==> src/rtl/jsu_pkg.sv <==
`default_nettype none
package jsu_pkg;

	localparam int LVL_W   = 32;               // signed Q16.16 level, source, flux
	localparam int COEF_W  = 31;               // unsigned Q15.16 coefficient / depth
	localparam int FRAC_W  = 16;
	localparam int C_W     = 2 * COEF_W;       // c_k = coef * depth, Q30.32
	localparam int PROD_W  = 64;               // one 32x32 signed partial product
	localparam int NUM_W   = 97;               // signed numerator, Q48.48
	localparam int MAG_W   = NUM_W - 1;        // numerator magnitude
	localparam int DEN_W   = 64;               // 1.0 + sum c_k, Q32.32
	localparam int QUOT_W  = 32;
	localparam int SQ_W    = 63;
	localparam int CFG_ADDR_W = 3;

	localparam int NUMER_STAGES = 6;
	localparam int DIV_STAGES   = QUOT_W + 1;  // overflow check plus one stage per bit
	localparam int FIN_STAGES   = 3;
	localparam int NUM_STAGES   = NUMER_STAGES + DIV_STAGES + FIN_STAGES;

	localparam logic [DEN_W-1:0]  DEN_ONE    = DEN_W'(1) << (2 * FRAC_W);
	localparam logic [QUOT_W-1:0] NEG_LIMIT  = QUOT_W'(1) << (QUOT_W - 1);
	localparam logic signed [LVL_W-1:0] LEVEL_MAX = {1'b0, {(LVL_W-1){1'b1}}};
	localparam logic signed [LVL_W-1:0] LEVEL_MIN = {1'b1, {(LVL_W-1){1'b0}}};
	localparam logic [SQ_W-1:0]   SQ_MAX     = {SQ_W{1'b1}};

	typedef enum logic [CFG_ADDR_W-1:0] {
		CFG_ALPHA  = 3'd0,
		CFG_BETA   = 3'd1,
		CFG_KAPPA  = 3'd2,
		CFG_LAMBDA = 3'd3
	} cfg_reg_t;

	typedef struct packed {
		logic [COEF_W-1:0] alpha;
		logic [COEF_W-1:0] beta;
		logic [COEF_W-1:0] kappa;
		logic [COEF_W-1:0] lambda;
	} coef_t;

	typedef struct packed {
		logic [MAG_W-1:0]        mag;
		logic [DEN_W-1:0]        den;
		logic                    neg;
		logic signed [LVL_W-1:0] center;
	} frac_t;

	typedef struct packed {
		logic [QUOT_W-1:0]       quot;
		logic                    ovf;
		logic                    neg;
		logic signed [LVL_W-1:0] center;
	} quot_t;

endpackage
`default_nettype wire

==> src/rtl/jsu_ctrl.sv <==
`default_nettype none
module jsu_ctrl import jsu_pkg::*; (
	input  logic                  clk,
	input  logic                  arst_n,
	input  logic                  in_valid,
	output logic                  in_stall,
	output logic                  out_valid,
	input  logic                  out_stall,
	output logic [NUM_STAGES-1:0] en
);

	logic [NUM_STAGES-1:0] vld_q;

	// A stage may load when the output is not stalled, or when it or any stage ahead of it holds a bubble.
	for (genvar k = 0; k < NUM_STAGES; k++) begin : g_en
		assign en[k] = !out_stall || !(&vld_q[NUM_STAGES-1:k]);
	end

	always_ff @(posedge clk or negedge arst_n) begin
		if (!arst_n) begin
			vld_q[0] <= 1'b0;
		end else if (en[0]) begin
			vld_q[0] <= in_valid;
		end
	end

	for (genvar k = 1; k < NUM_STAGES; k++) begin : g_vld
		always_ff @(posedge clk or negedge arst_n) begin
			if (!arst_n) begin
				vld_q[k] <= 1'b0;
			end else if (en[k]) begin
				vld_q[k] <= vld_q[k-1];
			end
		end
	end

	assign in_stall  = !en[0];
	assign out_valid = vld_q[NUM_STAGES-1];

endmodule
`default_nettype wire

==> config.mk <==
export PLATFORM = sky130hd
export DESIGN_NAME = jsu_ctrl
export DESIGN_NICKNAME = d
export VERILOG_FILES = /design/src/rtl/jsu_pkg.sv /design/src/rtl/jsu_ctrl.sv
export SDC_FILE = /design/constraint.sdc
export NUM_CORES = 1
export LEC_CHECK = 0
export BUFFER_PORTS_ARGS = -buffer_cell sky130_fd_sc_hd__buf_2
export CAP_MARGIN = 20
export CORE_MARGIN = 2
export CORE_UTILIZATION = 45
export CTS_BUF_LIST = sky130_fd_sc_hd__clkbuf_4
export CTS_CLUSTER_SIZE = 12
export DETAILED_ROUTE_END_ITERATION = 16
export PLACE_DENSITY = 0.69
export SLEW_MARGIN = 20
export SYNTH_ARGS = -nofsm -noshare
export SYNTH_HDL_FRONTEND = slang
export SYNTH_SLANG_ARGS = --single-unit
==> constraint.sdc <==
create_clock -name clk -period 3.4 [get_ports clk]
set_input_delay 0.51 -clock clk [delete_from_list [all_inputs] [get_ports clk]]
set_output_delay 0.51 -clock clk [all_outputs]
set_load 0.05 [all_outputs]
==> impl_metrics.env <==
export IMPL_finalSetupViolCount=0
export IMPL_post_place_cells=271
export IMPL_worstSkewPairLatency_ns=0.35
export IMPL_die_height_um=70.0
export IMPL_cts_tree="done"
export IMPL_io_buffer_count=47
export IMPL_htreeDepth=2
export IMPL_die_area_mm2=0.00490
export IMPL_hp_class="input port to async pin"
export IMPL_routed_via_density=5.54
export IMPL_crit_fanout=13
export IMPL_final_cells=278
export IMPL_num_antenna_cells=0
export IMPL_regToRegSetupSlack_ns=1.63
export IMPL_setup_tns_ns=0
export IMPL_fin_util_pct=55.3
export IMPL_path_cells="nand2_2, nor3_4, inv_2, nor2_2, nand4_1, buf_2"
export IMPL_whs_ns=0.280
export IMPL_ys_ff_latch=42
export IMPL_grt_usage_pct=18.1
export IMPL_seq_area_frac_synth_pct=53.6
export IMPL_grt_max_degree=43
export IMPL_cts_sinks=42
export IMPL_period_minus_slack_ns=2.74
export IMPL_num_vias=1540
export IMPL_core_area_mm2=0.00409
export IMPL_dr_pass1_iters=4
export IMPL_synth_distinct_cells=35
export IMPL_die_x_um=70.0
export IMPL_cp_slowest_cell="dfrtp_1"
export IMPL_synth_top_cell_by_area="dfrtp_1"
export IMPL_cp_arrival_ns=2.23
export IMPL_max_freq_mhz=365
export IMPL_syn_to_final_growth_pct=15.4
export IMPL_ioPinCount=48
export IMPL_fillers=401
export IMPL_grt_pass1_wl_um=7020
export IMPL_synth_top_cell_area_share_pct=53.6
export IMPL_syn_nets=184
export IMPL_wl_um=4170
export IMPL_slew_headroom_pct=38.3
export IMPL_rsz0062_at_grt="no"
export IMPL_cts_buffer_depth=2
export IMPL_grtUsageMet1_pct=25.9
export IMPL_synth_area_top_cells="dfrtp_1 54%, nand4_1 7.0%, nand2b_1 5.7%"
export IMPL_netlist_area_mm2=0.00196
export IMPL_post_cts_resized=0
export IMPL_grtUsageMet3_pct=5.05
export IMPL_numCtsBuffers=5
export IMPL_crit_buf_inv=2
export IMPL_worstRegToRegCells=5
export IMPL_gp_congestion=0.734
export IMPL_hold_viol_final=0
export IMPL_drtAntennaViolNets=0
export IMPL_maxCapViolCount=0
export IMPL_finClkSkew_ns=0.00753
export IMPL_drive_gt1_share_pct=35.1
export IMPL_status="finished, final reports clean"
export IMPL_yosysWarnings=0
export IMPL_fp_row_count=23
export IMPL_drc=0
export IMPL_end_kind="output pin"
export IMPL_r2r_end="vld_q[13]"
export IMPL_post_cts_buffers=0
export IMPL_drtIter0Drc=123
export IMPL_p_total_w=0.000912
export IMPL_p_leak_nw=0.971
export IMPL_slowest_delay_ns=0.48
export IMPL_antenna_found_initial=0
export IMPL_overflow=0
export IMPL_power_density_mw_per_mm2=403
export IMPL_start_kind="flip-flop"
export IMPL_irDropWorstVdd_v=0.000168
export IMPL_finalCritPeriodShare_pct=80.6
export IMPL_worstPathRequired_ns=2.89
export IMPL_dp_hpwl_um=2960
export IMPL_start_util_pct=47.9
export IMPL_grt_pass1_vias=1447
export IMPL_nets=232
export IMPL_path_delay_family="simple AND/OR/NAND/NOR gates"
export IMPL_routedWlPerCell_um=15.0
export IMPL_busiest_layer="met2"
export IMPL_cts_hold_buf=0
export IMPL_grt_use_met2_pct=26.2
export IMPL_criticalPathCategory="flip-flop to output pin"
export IMPL_r2r_start="out_valid"
export IMPL_crit_cells=6
export IMPL_clk_pin_slew_ns=0.11
export IMPL_tightest_slew_ns=0.926
export IMPL_syn_inst=180
export IMPL_cts_root_buf="clkbuf_4"
export IMPL_syn_area_per_cell_um2=10.9
export IMPL_maxSlewViolCount=0
==> stage by stage <==
step	area, µm²	setup WS (ns)
floorplan	1960	0.512
global placement	2210	0.949
detailed placement	2210	0.892
CTS	2260	0.661
global route	2260	0.471
finish	2260	0.661
==> where the power goes <==
part | leakage (nW) | total [W] | internal (W) | switching, W
combinational | 0.455 | 0.000105 | 0.0000339 | 0.0000712
sequential | 0.484 | 0.000564 | 0.000529 | 0.0000353
clock | 0.0322 | 0.000242 | 0.0000940 | 0.000148
==> Yosys cell counts (all sizes together) <==
library cell,instances
a31o,6
inv,8
dfrtp,42
nand4,25
and2,2
or2,5
o21ai,2
nand2,15
and4,3
a21o,6
nor3,4
nor2,10
clkbuf,1
a41o,7
nand3,12
and3,4
nand2b,18
nor4,5
buf,5
==> cell usage in the layout, fill, tap and decap left out <==
| master | instances |
|---|---|
| buf_2 | 47 |
| dfrtp_1 | 42 |
| nand4_1 | 22 |
| nand2b_1 | 18 |
| nand2_1 | 14 |
| nand3_1 | 11 |
| nor2_1 | 9 |
| a41o_1 | 7 |
| clkbuf_4 | 7 |
| inv_1 | 6 |
| a21o_1 | 6 |
| a31o_2 | 6 |
| or2_2 | 4 |
| nand4_2 | 3 |
| and3_1 | 3 |
| nor4_1 | 3 |
| nor3_4 | 2 |
| inv_2 | 2 |
| and4_1 | 2 |
| nor3_1 | 2 |
| or2_1 | 1 |
| nand2_2 | 1 |
| nand3_2 | 1 |
| nor2_2 | 1 |
| nor4_4 | 1 |
| and4_4 | 1 |
| and2_4 | 1 |
| nor4_2 | 1 |
| and3_2 | 1 |
| and2_1 | 1 |
| o21ai_2 | 1 |
| o21ai_0 | 1 |
==> state kept, by name, summed over array words and instances (netlist names) <==
name       count
out_valid      1
vld_q         41
==> routing by layer <==
| layer | part of all wire (%) | routed length [µm] | vias up |
|---|---|---|---|
| met5 | 0 | 0 | - |
| met3 | 5.4 | 223 | 7 |
| met2 | 43 | 1800 | 43 |
| met1 | 50 | 2080 | 732 |
| li1 | - | - | 758 |
| met4 | 1.5 | 64 | 0 |
==> kinds of logic (layout without fill, tap and decap cells) <==
logic type      after synthesis  in the layout  synth area share, %
simple gates                103            103                 33.1
compound gates               21             21                 9.26
flops                        42             42                 53.6
buf+inv                      14             62                 4.02
==> area by class of cell <==
class | instances | area, µm² | area share, %
clock buffer | 7 | 52.6 | 2.32
inverter | 8 | 30.0 | 1.33
multi-input combinational | 124 | 830 | 36.7
sequential | 42 | 1050 | 46.5
tap | 50 | 62.6 | 2.77
timing repair buffer | 47 | 235 | 10.4
==> how the worst max path moves through the flow <==
stage                         start     end  slack (ns)
after floorplan           out_valid   en[5]        0.51
after global placement    out_stall  en[13]        0.95
after detailed placement  out_stall  en[13]        0.89
after CTS                 out_valid  en[13]        0.66
after global routing      out_valid  en[13]        0.47
final                     out_valid  en[13]        0.66
Note: power is estimated with default switching activity, not from simulation.
