==> src/rtl/jsu_pkg.sv <==
`default_nettype none
package jsu_pkg;

	localparam int LVL_W   = 32;               // signed Q16.16 level, source, flux
	localparam int COEF_W  = 31;               // unsigned Q15.16 coefficient / depth
	localparam int FRAC_W  = 16;
	localparam int C_W     = 2 * COEF_W;       // c_k = coef * depth, Q30.32
	localparam int PROD_W  = 64;               // one 32x32 signed partial product
	localparam int NUM_W   = 97;               // signed numerator, Q48.48
	localparam int MAG_W   = NUM_W - 1;        // numerator magnitude
	localparam int DEN_W   = 64;               // 1.0 + sum c_k, Q32.32
	localparam int QUOT_W  = 32;
	localparam int SQ_W    = 63;
	localparam int CFG_ADDR_W = 3;

	localparam int NUMER_STAGES = 6;
	localparam int DIV_STAGES   = QUOT_W + 1;  // overflow check plus one stage per bit
	localparam int FIN_STAGES   = 3;
	localparam int NUM_STAGES   = NUMER_STAGES + DIV_STAGES + FIN_STAGES;

	localparam logic [DEN_W-1:0]  DEN_ONE    = DEN_W'(1) << (2 * FRAC_W);
	localparam logic [QUOT_W-1:0] NEG_LIMIT  = QUOT_W'(1) << (QUOT_W - 1);
	localparam logic signed [LVL_W-1:0] LEVEL_MAX = {1'b0, {(LVL_W-1){1'b1}}};
	localparam logic signed [LVL_W-1:0] LEVEL_MIN = {1'b1, {(LVL_W-1){1'b0}}};
	localparam logic [SQ_W-1:0]   SQ_MAX     = {SQ_W{1'b1}};

	typedef enum logic [CFG_ADDR_W-1:0] {
		CFG_ALPHA  = 3'd0,
		CFG_BETA   = 3'd1,
		CFG_KAPPA  = 3'd2,
		CFG_LAMBDA = 3'd3
	} cfg_reg_t;

	typedef struct packed {
		logic [COEF_W-1:0] alpha;
		logic [COEF_W-1:0] beta;
		logic [COEF_W-1:0] kappa;
		logic [COEF_W-1:0] lambda;
	} coef_t;

	typedef struct packed {
		logic [MAG_W-1:0]        mag;
		logic [DEN_W-1:0]        den;
		logic                    neg;
		logic signed [LVL_W-1:0] center;
	} frac_t;

	typedef struct packed {
		logic [QUOT_W-1:0]       quot;
		logic                    ovf;
		logic                    neg;
		logic signed [LVL_W-1:0] center;
	} quot_t;

endpackage
`default_nettype wire

==> src/rtl/jsu_finish.sv <==
`default_nettype none
module jsu_finish import jsu_pkg::*; (
	input  logic                    clk,
	input  logic [FIN_STAGES-1:0]   en,
	input  quot_t                   quot,
	output logic signed [LVL_W-1:0] new_level,
	output logic [SQ_W-1:0]         squared_change
);

	// stage 40: saturate the quotient into a signed level
	logic signed [LVL_W-1:0] newl_s40, ctr_s40;
	logic [QUOT_W-1:0]       q_neg;

	assign q_neg = -quot.quot;

	always_ff @(posedge clk) begin
		if (en[0]) begin
			if (quot.neg) begin
				newl_s40 <= (quot.ovf || quot.quot > NEG_LIMIT) ? LEVEL_MIN : $signed(q_neg);
			end else begin
				newl_s40 <= (quot.ovf || quot.quot[QUOT_W-1]) ? LEVEL_MAX : $signed(quot.quot);
			end
			ctr_s40 <= quot.center;
		end
	end

	// stage 41: magnitude of the change
	logic signed [LVL_W:0]   diff;
	logic [LVL_W:0]          diff_neg;
	logic [LVL_W-1:0]        ad_s41;
	logic signed [LVL_W-1:0] newl_s41;

	assign diff     = (LVL_W+1)'(newl_s40) - (LVL_W+1)'(ctr_s40);
	assign diff_neg = -diff;

	always_ff @(posedge clk) begin
		if (en[1]) begin
			ad_s41   <= diff[LVL_W] ? diff_neg[LVL_W-1:0] : diff[LVL_W-1:0];
			newl_s41 <= newl_s40;
		end
	end

	// stage 42: square and clamp
	logic [2*LVL_W-1:0]      sq;
	logic signed [LVL_W-1:0] lvl_s42;
	logic [SQ_W-1:0]         sq_s42;

	assign sq = (2*LVL_W)'(ad_s41) * (2*LVL_W)'(ad_s41);

	always_ff @(posedge clk) begin
		if (en[2]) begin
			lvl_s42 <= newl_s41;
			sq_s42  <= sq[2*LVL_W-1] ? SQ_MAX : sq[SQ_W-1:0];
		end
	end

	assign new_level      = lvl_s42;
	assign squared_change = sq_s42;

endmodule
`default_nettype wire

==> config.mk <==
export PLATFORM = sky130hd
export DESIGN_NAME = jsu_finish
export DESIGN_NICKNAME = d
export VERILOG_FILES = /design/src/rtl/jsu_pkg.sv /design/src/rtl/jsu_finish.sv
export SDC_FILE = /design/constraint.sdc
export NUM_CORES = 2
export LEC_CHECK = 0
export ABC_AREA = 1
export BUFFER_PORTS_ARGS = -buffer_cell sky130_fd_sc_hd__buf_2
export CORE_UTILIZATION = 25
export CTS_BUF_LIST = sky130_fd_sc_hd__clkbuf_8
export DETAILED_ROUTE_END_ITERATION = 10
export PLACE_DENSITY = 0.37
export SETUP_SLACK_MARGIN = 0.1
export SYNTH_ARGS = -nofsm -noshare
export SYNTH_HDL_FRONTEND = slang
export SYNTH_SLANG_ARGS = --single-unit
export TNS_END_PERCENT = 10
==> constraint.sdc <==
create_clock -name clk -period 8.1 [get_ports clk]
set_input_delay 0 -clock clk [delete_from_list [all_inputs] [get_ports clk]]
set_output_delay 0 -clock clk [all_outputs]
set_load 0.02 [all_outputs]
==> flow_summary.yaml <==
status:
  status: "completed"
cells_and_area:
  layout-drive-gt1-share_pct: 7.55
  nNetsFinal: 6340
  syn_to_final_growth_pct: 14.5
  fill_cells: 17918
  postLayoutCellArea_sq_um: 47800
  instances_no_fill: 7370
global_routing:
  antenna_found_initial: 1
  grt-busiest-layer: "met2"
  grtUsageMet2_pct: 29.5
  grt_overflow: 0
  gr-usage-all-layers_pct: 16.1
  use_met3_pct: 1.37
  globalRouteMet1Util_pct: 20.3
  grt_pass1_wl_mm: 205
  grt_max_degree: 67
  grt_pass1_vias: 33804
clocking:
  cts.sink_count: 223
  numCtsBuffers: 45
  clkTransAtPathRegs_ps: 60
  cts_tree: "built"
  clock_latency_ps: 690
  cts.path.max_buffers: 3
  root_buffer: "clkbuf_8"
  htreeDepth: 2
timing:
  setup_viol: 0
  worstMarginPinSlew_ps: 945
  fin_crit_sh_pct: 94.7
  maxSlewHeadroom_pct: 37.0
  fin_skew_ps: 70.6
  setup_tns_ps: 0
  final_max_slew_viol_count: 0
  final_hold_viol_count: 0
  fmax_ghz: 0.130
  period_needed_ps: 7670
  rsz0062_at_grt: "yes"
  layout_setup_ws_ps: 426
routing:
  drcViolationCount: 0
  num_vias: 30502
  antenna_left: 0
  vias_per_cell: 4.14
  drtIter0Drc: 1379
  firstDrtPassIters: 5
  totalWireLength_mm: 133
  wl_per_cell_um: 18.0
critical_path:
  rr_startpoint: "ad_s41[20]"
  worst-path-max-fanout: 38
  crit_required_ps: 8470
  reg2reg_depth: 25
  timing.rr.end: "squared_change[18]"
  end_kind: "flip-flop"
  startpoint_type: "flip-flop"
  worstSetupPathType: "flip-flop to flip-flop"
  cp.arrival_ps: 8040
  r2r_slack_ps: 430
synthesis:
  synth_area_sq_um: 41800
  ys_warn_count: 0
  synth_nets: 6049
  netlist_instances: 4853
  synthArstFlopShare_pct: 0
  seq_area_frac_synth_pct: 16.0
  ys.flop_type: "edfxtp_1"
  synth_edf_count: 223
  ys_types: 45
  yosys_register_bits: 223
  postSynthAreaPerCell_sq_um: 8.61
floorplan:
  initial_core_util_pct: 25.3
  core-area_sq_um: 165000
  placementRows: 149
  dieArea_sq_um: 169000
  io_pins: 165
  die_y_um: 411
  die_w_um: 411
worst_hold_path:
  hold_depth: 3
  holdPathEnd: "newl_s40[23]"
  min_path_type: "primary input to flip-flop"
  hold_start: "quot[57]"
place:
  port-buffer-count: 164
  dp_cells: 7191
  dpl.hpwl_mm: 111
  dpl_worst_slack_ps: 413
  dpl_cell_area_sq_um: 46000
  gp_congestion: 0.871
run:
  maxCapViolations: 0
-- repair_timing --
item,in CTS,in global routing
hold endpoints to repair,111,0
buffers inserted,0,3
endpoints found under the setup margin,0,49
gates resized for setup,0,2
hold buffers,92,0
-- final cells by class --
| cell class | instances | area (sq um) | area share [%] |
|---|---|---|---|
| flip-flops and latches | 223 | 6700 | 14.0 |
| repair buffers | 364 | 2920 | 6.11 |
| well taps | 2189 | 2740 | 5.73 |
| clock inverters | 38 | 270 | 0.565 |
| inverters | 1515 | 5690 | 11.9 |
| multi-input cells | 2995 | 28900 | 60.4 |
| clock buffers | 45 | 619 | 1.29 |
| diodes | 1 | 2.50 | 0.00523 |
-- stage by stage --
stage	hold slack (ps)	utilization [%]
finish	43.3	28.9
global route	33.7	28.9
CTS	1.60	28.9
detailed placement	178	27.8
global placement	177	27.8
floorplan	98.9	-
-- worst max-delay path by stage --
stage,from,to,slack [ps],cells after the start
2_1_floorplan,ad_s41[12],squared_change[16],650,32
3_3_place_gp,ad_s41[29],squared_change[50],330,24
3_5_place_dp,ad_s41[28],squared_change[30],410,30
4_1_cts,ad_s41[13],squared_change[54],390,23
5_1_grt,ad_s41[29],squared_change[54],90,24
6_report,ad_s41[20],squared_change[18],430,25
-- cells by family after synthesis --
logic type	synth area share, %
flops	16.0
buf+inv	14.8
fa+ha+maj	48.0
xor+xnor	3.12
simple gates	13.8
compound gates	4.27
-- worst max-delay path: stages (launching register included) --
cell and delay, ps:
edfxtp_1 520, buf_4 230, nand2_1 70, inv_1 80, ha_1 310, xnor2_1 240
fa_1 460, inv_1 100, fa_1 500, fa_1 580, inv_1 100, fa_1 500
fa_1 580, fa_1 450, fa_1 460, ha_1 360, a21oi_1 230, nor2_1 60
nor2_1 320, o21ai_0 240, o21bai_4 250, nand3_2 70, nand2_2 80, xor2_4 200
buf_12 240, nand2_1 100
-- synthesized netlist by cell type, types with 2 or more instances --
master	n	share of area [%]
o211ai_1	5	0.090
o221ai_1	10	0.21
o21bai_1	17	0.31
buf_6	5	0.13
and2_1	6	0.090
and3_1	8	0.12
xor2_1	93	1.9
nand3_2	11	0.26
nand3b_1	10	0.18
buf_1	14	0.13
xnor2_1	51	1.1
o21a_1	6	0.11
nor2_2	6	0.090
nor2_1	222	2.0
a21o_1	15	0.27
nor3_1	27	0.32
fa_1	793	38
edfxtp_1	223	16
inv_1	1512	14
nand3b_2	3	0.081
nor2_4	2	0.054
nand2_2	4	0.060
inv_2	3	0.027
nand4_1	15	0.22
o2bb2ai_1	2	0.042
a31o_2	6	0.13
nand3_1	90	1.1
o21ai_0	97	1.2
buf_2	2	0.024
a21oi_1	107	1.3
o31ai_1	3	0.054
a31oi_1	33	0.49
a21boi_0	2	0.036
clkbuf_1	98	0.88
nor4_1	10	0.15
nand2_1	986	8.9
or2_2	16	0.24
ha_1	333	10
-- cells in the final DEF (no fill, tap or decap), types with 4 or more instances in the layout --
cell type,netlist,layout
nand2_2,4,4
nand3b_1,10,10
or2_2,16,16
nand4_1,15,15
o21ai_0,97,96
nor2_2,6,6
a21oi_1,107,107
a31o_2,6,6
fa_1,793,793
xor2_1,93,93
o221ai_1,10,10
nor4_1,10,10
clkinv_1,0,8
o21bai_1,17,17
inv_1,1512,1522
ha_1,333,333
a21o_1,15,15
o21a_1,6,6
xnor2_1,51,51
buf_2,2,163
buf_12,0,29
o211ai_1,5,5
nor3_1,27,27
clkinv_2,0,11
and3_1,8,8
a31oi_1,33,33
clkbuf_8,0,45
buf_4,0,79
nand3_1,90,90
nor2_1,222,222
nand2_1,986,986
dlygate4sd3_1,0,92
and2_1,6,6
nand3_2,11,11
edfxtp_1,223,223
-- registers in the layout (all words and copies together), names as in the netlist --
signal          cells
squared_change     63
ad_s41             32
ctr_s40            32
new_level          32
newl_s40           32
newl_s41           32
-- routing by layer --
layer / wire length, um / share of wire [%]
met1: 57000 / 43
met2: 69100 / 52
met3: 3460 / 2.6
met4: 2980 / 2.2
met5: 0 / 0
Power is not shown: default switching activity piles up to over one toggle a cycle in this logic, so the estimate is an artifact.
