### config.mk
export PLATFORM = sky130hd
export DESIGN_NAME = jsu_cfg_regs
export DESIGN_NICKNAME = d
export VERILOG_FILES = /design/src/rtl/jsu_pkg.sv /design/src/rtl/jsu_cfg_regs.sv
export SDC_FILE = /design/constraint.sdc
export NUM_CORES = 1
export LEC_CHECK = 0
export BUFFER_PORTS_ARGS = -buffer_cell sky130_fd_sc_hd__buf_2
export CORE_MARGIN = 2
export CORE_UTILIZATION = 40
export CTS_BUF_LIST = sky130_fd_sc_hd__clkbuf_4
export CTS_CLUSTER_DIAMETER = 100
export DETAILED_ROUTE_END_ITERATION = 12
export PLACE_DENSITY = 0.66
export RECOVER_POWER = 50
export SLEW_MARGIN = 25
export SYNTH_ARGS = -nofsm -noshare
export SYNTH_HDL_FRONTEND = slang
export SYNTH_SLANG_ARGS = --single-unit
export TNS_END_PERCENT = 20
### constraint.sdc
create_clock -name clk -period 0.94 [get_ports clk]
set_input_delay 0.141 -clock clk [delete_from_list [all_inputs] [get_ports clk]]
set_output_delay 0.141 -clock clk [all_outputs]
set_load 0.005 [all_outputs]
### src/rtl/jsu_pkg.sv
`default_nettype none
package jsu_pkg;

	localparam int LVL_W   = 32;               // signed Q16.16 level, source, flux
	localparam int COEF_W  = 31;               // unsigned Q15.16 coefficient / depth
	localparam int FRAC_W  = 16;
	localparam int C_W     = 2 * COEF_W;       // c_k = coef * depth, Q30.32
	localparam int PROD_W  = 64;               // one 32x32 signed partial product
	localparam int NUM_W   = 97;               // signed numerator, Q48.48
	localparam int MAG_W   = NUM_W - 1;        // numerator magnitude
	localparam int DEN_W   = 64;               // 1.0 + sum c_k, Q32.32
	localparam int QUOT_W  = 32;
	localparam int SQ_W    = 63;
	localparam int CFG_ADDR_W = 3;

	localparam int NUMER_STAGES = 6;
	localparam int DIV_STAGES   = QUOT_W + 1;  // overflow check plus one stage per bit
	localparam int FIN_STAGES   = 3;
	localparam int NUM_STAGES   = NUMER_STAGES + DIV_STAGES + FIN_STAGES;

	localparam logic [DEN_W-1:0]  DEN_ONE    = DEN_W'(1) << (2 * FRAC_W);
	localparam logic [QUOT_W-1:0] NEG_LIMIT  = QUOT_W'(1) << (QUOT_W - 1);
	localparam logic signed [LVL_W-1:0] LEVEL_MAX = {1'b0, {(LVL_W-1){1'b1}}};
	localparam logic signed [LVL_W-1:0] LEVEL_MIN = {1'b1, {(LVL_W-1){1'b0}}};
	localparam logic [SQ_W-1:0]   SQ_MAX     = {SQ_W{1'b1}};

	typedef enum logic [CFG_ADDR_W-1:0] {
		CFG_ALPHA  = 3'd0,
		CFG_BETA   = 3'd1,
		CFG_KAPPA  = 3'd2,
		CFG_LAMBDA = 3'd3
	} cfg_reg_t;

	typedef struct packed {
		logic [COEF_W-1:0] alpha;
		logic [COEF_W-1:0] beta;
		logic [COEF_W-1:0] kappa;
		logic [COEF_W-1:0] lambda;
	} coef_t;

	typedef struct packed {
		logic [MAG_W-1:0]        mag;
		logic [DEN_W-1:0]        den;
		logic                    neg;
		logic signed [LVL_W-1:0] center;
	} frac_t;

	typedef struct packed {
		logic [QUOT_W-1:0]       quot;
		logic                    ovf;
		logic                    neg;
		logic signed [LVL_W-1:0] center;
	} quot_t;

endpackage
`default_nettype wire

### src/rtl/jsu_cfg_regs.sv
`default_nettype none
module jsu_cfg_regs import jsu_pkg::*; (
	input  logic                  clk,
	input  logic                  arst_n,
	input  logic                  cfg_wr_en,
	input  logic [CFG_ADDR_W-1:0] cfg_addr,
	input  logic [COEF_W-1:0]     cfg_data,
	output coef_t                 coef
);

	logic [COEF_W-1:0] alpha_q, beta_q, kappa_q, lambda_q;

	always_ff @(posedge clk or negedge arst_n) begin
		if (!arst_n) begin
			alpha_q  <= '0;
			beta_q   <= '0;
			kappa_q  <= '0;
			lambda_q <= '0;
		end else if (cfg_wr_en) begin
			case (cfg_addr)
				CFG_ALPHA:  alpha_q  <= cfg_data;
				CFG_BETA:   beta_q   <= cfg_data;
				CFG_KAPPA:  kappa_q  <= cfg_data;
				CFG_LAMBDA: lambda_q <= cfg_data;
				default: ;  // drop writes past the last register
			endcase
		end
	end

	assign coef = '{alpha: alpha_q, beta: beta_q, kappa: kappa_q, lambda: lambda_q};

endmodule
`default_nettype wire

==> reports/metrics.csv, run 1 <==
stage,metric,value,unit
critical_path,setup.worst_path.end_class,output port,
route,wl_per_cell,16.6,um
critical_path,crit_start,lambda_q[17]$_DFFE_PN0P_,
place,dp_slack,-443,ps
route,routed_wl,10.5,mm
route,drt_first_pass_iters,3,
global_route,antenna_found_initial,1,
route,vias,3017,
cts,cts.path.max_buffers,2,
cells_and_area,layoutNonFillerInstCount,635,
floorplan,coreArea,0.0114,mm^2
yosys,synth_cells,264,
cts,clock_latency,510,ps
critical_path,crit_buf_inv,1,
global_route,grt_pass1_wl,17.0,mm
sta,period_needed,1190,ps
place,gp_congestion,0.738,
yosys,yosysSeqAreaShare,66.3,%
floorplan,io_pins,161,
yosys,synth-seq-cells,124,
floorplan,die_h,112,um
worst_hold_path,hold_class,input pin to asynchronous set/reset pin,
critical_path,criticalPathCategory,register to output port,
critical_path,path_delay_family,flip-flops,
cts,clk_pin_slew_worst_paths,100,ps
place,placed_area,0.00575,mm^2
global_route,grt_use_total,17.6,%
power_and_ir_drop,vdd_drop_max,0.00121,V
cells_and_area,fin_area,0.00631,mm^2
sta,setup_slack,-249,ps
critical_path,reg2reg_from,lambda_q[27]$_DFFE_PN0P_,
critical_path,crit_fanout,2,
power_and_ir_drop,power.internal,9.91,mW
route,antenna_left,0,
global_route,gr-total-overflow,0,
cts,cts_resized,0,
global_route,grt_busiest_layer,met2,
critical_path,r2r-end,lambda_q[27]$_DFFE_PN0P_,
critical_path,crit_cells,1,
yosys,synth_cell_types,8,
global_route,grt_pass1_vias,3183,
sta,final_hold_viol_count,0,
yosys,synthTopCellsByArea,"dfrtp_1, mux2_2, buf_6",
place,port_buffers,160,
cts,numCtsBuffers,17,
status,failed_checks,negative setup slack,
sta,rsz0062_at_grt,true,
critical_path,cp.arrival,1050,ps
yosys,synth_top_area_share,66.3,%
cells_and_area,syn_to_final_growth,34.9,%
power_and_ir_drop,power_density,2130,mW/mm^2
global_route,met2_usage,28.3,%
floorplan,dieArea,0.0126,mm^2
cts,htree_levels,4,
sta,fin_worst_skew,0,ps
critical_path,worstRegToRegCells,2,
sta,tightest_slew,502,ps
yosys,syn_area_per_cell,17.7,um^2
power_and_ir_drop,p_leak,3.03,nW
power_and_ir_drop,switchingPower,3.56,mW
route,post-route-drc-count,0,
floorplan,die_x,112,um
cts,cts_root_buf,clkbuf_4,
sta,max_freq,841,MHz
route,via_per_inst,4.75,
cells_and_area,layout_common_cells,"buf_2, dfrtp_1, mux2_2",
sta,max_slew_margin,66.6,%
cells_and_area,drive_above_1_share,65.6,%
yosys,syn_nets,301,
place,post-dp-hpwl,7.27,mm
cells_and_area,final_core_util,55.3,%
status,outcome,"complete, but fails checks",
critical_path,setup.worst_path.start_class,register,
place,dp.cells,567,
critical_path,regToRegSetupSlack,40,ps
sta,setup_viol,124,
cells_and_area,final_nets,516,
cts,cts_tree,done,
floorplan,fp-row-count,39,
route,detail_route.iter0.violations,100,
floorplan,start_util,41.0,%
global_route,grt_util_met1,21.4,%
critical_path,slowest_delay,410,ps
power_and_ir_drop,p_sw_share,26.4,%
critical_path,crit_path_cell_trace,buf_2,
yosys,syn_area,0.00468,mm^2
critical_path,endpoint,coef[17],
cells_and_area,final_common_cell,buf_2,
run,maxCapViolCount,0,
sta,fin_hold_ws,115,ps
power_and_ir_drop,combPwrFrac,22.8,%
power_and_ir_drop,clkPwrFrac,24.8,%
yosys,yosys.area.top_type,dfrtp_1,
cts,cts_sinks,124,
yosys,ys_warn_count,0,
power_and_ir_drop,pwr-share-seq,52.4,%
global_route,met3_usage,6.53,%
global_route,grt_start_max_net_pins,37,
sta,period_share,126,%
critical_path,cp_slowest_cell,dfrtp_1,
critical_path,required,800,ps
sta,drv_slew,0,
through the flow:
stage | power [mW] | TNS (ps)
after global routing | 14.3 | -38740
after floorplan | 8.37 | -15410
after CTS | 13.7 | -35710
final | 13.5 | -27620
after global placement | 10.0 | -41600
after detailed placement | 10.2 | -43230
cell families (layout without fill, tap and decap cells):
kind of cell / after synthesis / count (layout) / share of synthesized area [%]
buffers and inverters: 12 / 239 / 2.49
DFF: 124 / 124 / 66.3
muxes: 124 / 124 / 29.8
other: 0 / 1 / 0
and+or+nand+nor: 4 / 4 / 1.39
how the worst min path moves through the flow:
stage | from | endpoint | slack, ps | cells after the start
finish | arst_n | alpha_q[20]$_DFFE_PN0P_ | 120 | 2
global route | arst_n | beta_q[26]$_DFFE_PN0P_ | 110 | 2
CTS | arst_n | alpha_q[30]$_DFFE_PN0P_ | 10 | 2
detailed placement | arst_n | alpha_q[20]$_DFFE_PN0P_ | 50 | 1
global placement | arst_n | alpha_q[20]$_DFFE_PN0P_ | 50 | 1
floorplan | arst_n | alpha_q[0]$_DFFE_PN0P_ | -150 | 0
power groups by stage:
stage / Combinational (mW) / Clock [mW] / Sequential [mW]
global placement: 2.91 / 0 / 7.12
global route: 3.35 / 3.70 / 7.21
floorplan: 1.11 / 0 / 7.26
finish: 3.07 / 3.34 / 7.06
detailed placement: 2.99 / 0 / 7.17
CTS: 3.11 / 3.50 / 7.06
state kept, by name, summed over array words and instances (netlist names):
name,count
alpha_q,31
beta_q,31
kappa_q,31
lambda_q,31
cells in the mapped netlist:
library cell  number
mux2_2           118
buf_2              3
nand4b_1           1
nor4b_4            1
mux2_1             6
and4bb_4           2
buf_6              9
dfrtp_1          124
repair_timing:
action | in CTS | in global routing
endpoints found under the hold margin | 248 | 0
setup buffers | 1 | 3
hold buffers | 32 | 0
setup endpoints to repair | 124 | 124
layer usage:
layer  vias up  wire [um]
met1      1508       4460
met5         -          0
met3        20        686
met2       107       5140
met4         0        229
li1       1382          -
cell type report:
class                           instances  area [um^2]
Fill cell                             997         5110
Sequential cell                       124         3100
Multi-Input combinational cell        128         1460
Timing Repair Buffer                  208         1320
Tap cell                              143          179
Clock buffer                           19          143
Clock inverter                         12          105
Antenna cell                            1         2.50
No activity file was read; power rests on OpenSTA's default activity.
==> inputs of run 2 (changes only) <==
PLACE_DENSITY = 0.69   (was 0.66)
clock period = 1 ns   (was 0.94 ns; I/O delays follow)
==> run 2 against run 1 <==
Against the previous run:
- the run still ends with negative setup slack left
- clock power increased by 5%
- design area is 0.99% higher
- hold slack got worse by 50 ps
- final cell count increased by 0.94%
- global-route usage down 0.072 points
- setup slack better by 35 ps
- total power down 3.0%
- sequential power fell by 5.7%
- largest cell class unchanged
==> reports/metrics.csv, run 2 (synthesized netlist as in run 1, its figures left out) <==
stage,metric,value,unit
status,outcome,"complete, but fails checks",
status,failed_checks,negative setup slack,
power_and_ir_drop,vdd_drop_max,0.000961,V
power_and_ir_drop,combPwrFrac,22.1,%
floorplan,coreArea,0.0114,mm^2
critical_path,crit_fanout,2,
cts,cts_tree,done,
floorplan,start_util,41.0,%
critical_path,crit_buf_inv,1,
global_route,grt_pass1_wl,17.0,mm
cells_and_area,layoutNonFillerInstCount,641,
route,vias,3030,
floorplan,die_h,112,um
place,dp_slack,-369,ps
cells_and_area,drive_above_1_share,66.0,%
cells_and_area,layout_common_cells,"buf_2, dfrtp_1, mux2_2",
cts,cts.path.max_buffers,2,
run,maxCapViolCount,0,
place,placed_area,0.00578,mm^2
cells_and_area,final_nets,521,
critical_path,criticalPathCategory,register to output port,
route,post-route-drc-count,0,
place,dp.cells,569,
sta,final_hold_viol_count,0,
critical_path,setup.worst_path.start_class,register,
power_and_ir_drop,switchingPower,3.39,mW
floorplan,dieArea,0.0126,mm^2
cells_and_area,fin_area,0.00637,mm^2
cts,cts_resized,0,
route,wl_per_cell,16.4,um
sta,drv_slew,0,
route,antenna_left,0,
critical_path,path_delay_family,flip-flops,
route,routed_wl,10.5,mm
cts,numCtsBuffers,17,
sta,max_freq,824,MHz
critical_path,cp.arrival,1060,ps
global_route,grt_use_total,17.5,%
cells_and_area,syn_to_final_growth,36.2,%
sta,period_needed,1210,ps
critical_path,cp_slowest_cell,dfrtp_1,
route,drt_first_pass_iters,4,
critical_path,crit_path_cell_trace,buf_2,
critical_path,required,850,ps
power_and_ir_drop,p_sw_share,25.9,%
cells_and_area,final_common_cell,buf_2,
critical_path,slowest_delay,410,ps
global_route,grt_pass1_vias,3242,
sta,rsz0062_at_grt,true,
place,post-dp-hpwl,7.38,mm
route,via_per_inst,4.73,
critical_path,setup.worst_path.end_class,output port,
worst_hold_path,hold_class,input pin to asynchronous set/reset pin,
power_and_ir_drop,pwr-share-seq,51.0,%
cts,clock_latency,520,ps
power_and_ir_drop,clkPwrFrac,26.9,%
floorplan,fp-row-count,39,
cts,cts_root_buf,clkbuf_4,
global_route,antenna_found_initial,1,
power_and_ir_drop,power.internal,9.68,mW
power_and_ir_drop,power_density,2050,mW/mm^2
cts,htree_levels,4,
cts,clk_pin_slew_worst_paths,110,ps
floorplan,die_x,112,um
cts,cts_sinks,124,
global_route,gr-total-overflow,0,
sta,fin_worst_skew,0,ps
sta,setup_slack,-214,ps
floorplan,io_pins,161,
sta,tns,-23360,ps
sta,tightest_slew,413,ps
global_route,grt_start_max_net_pins,32,
power_and_ir_drop,p_leak,3.07,nW
sta,setup_viol,124,
sta,fin_hold_ws,65.5,ps
sta,period_share,121,%
sta,max_slew_margin,72.4,%
place,gp_congestion,0.721,
route,detail_route.iter0.violations,96,
place,port_buffers,160,
==> run 2: area by class of cell <==
| type | count | area [um^2] |
|---|---|---|
| antenna | 1 | 2.50 |
| clock buffer | 21 | 158 |
| clock inverter | 11 | 125 |
| fill | 966 | 5040 |
| multi-input combinational | 128 | 1460 |
| sequential | 124 | 3100 |
| tap | 143 | 179 |
| timing repair buffer | 213 | 1350 |
==> run 2: stage by stage <==
stage / total power, mW / utilization (%)
floorplan: 7.87 / -
global placement: 9.42 / 50.6
detailed placement: 9.57 / 50.6
CTS: 13.3 / 56.2
global route: 13.8 / 55.8
finish: 13.1 / 55.8
==> run 2: layer usage <==
metal	GRT usage [%]	vias to the layer above	wire length [um]	part of all wire, %
met5	0	-	0	0
met4	7.89	0	218	2.1
met3	5.62	18	636	6.1
met2	28.4	101	5230	50
met1	21.5	1528	4410	42
li1	-	1383	-	-
==> run 2: final timing paths <==
| path | start | endpoint | slack, ps | depth (start not counted) |
|---|---|---|---|---|
| hold / removal | arst_n | alpha_q[23]$_DFFE_PN0P_ | 70 | 2 |
| min in group clk | cfg_addr[2] | alpha_q[26]$_DFFE_PN0P_ | 230 | 4 |
| setup reg to reg | kappa_q[28]$_DFFE_PN0P_ | kappa_q[28]$_DFFE_PN0P_ | 10 | 3 |
| setup / recovery | beta_q[23]$_DFFE_PN0P_ | coef[85] | -210 | 1 |
| max in group asynchronous | arst_n | beta_q[18]$_DFFE_PN0P_ | 150 | 3 |
| hold reg to reg | beta_q[26]$_DFFE_PN0P_ | beta_q[26]$_DFFE_PN0P_ | 490 | 1 |
==> run 2: power by group through the flow <==
stage / clock network (mW) / logic, mW / registers, mW
3_3_place_gp: 0 / 2.71 / 6.71
2_1_floorplan: 0 / 1.04 / 6.83
4_1_cts: 3.64 / 2.96 / 6.67
5_1_grt: 3.84 / 3.15 / 6.81
6_report: 3.52 / 2.89 / 6.66
3_5_place_dp: 0 / 2.80 / 6.77
==> run 2: what timing repair did <==
action / CTS / global route
setup endpoints to repair: 124 / 124
hold endpoints to repair: 248 / 0
hold buffers: 32 / 0
setup buffers: 5 / 2
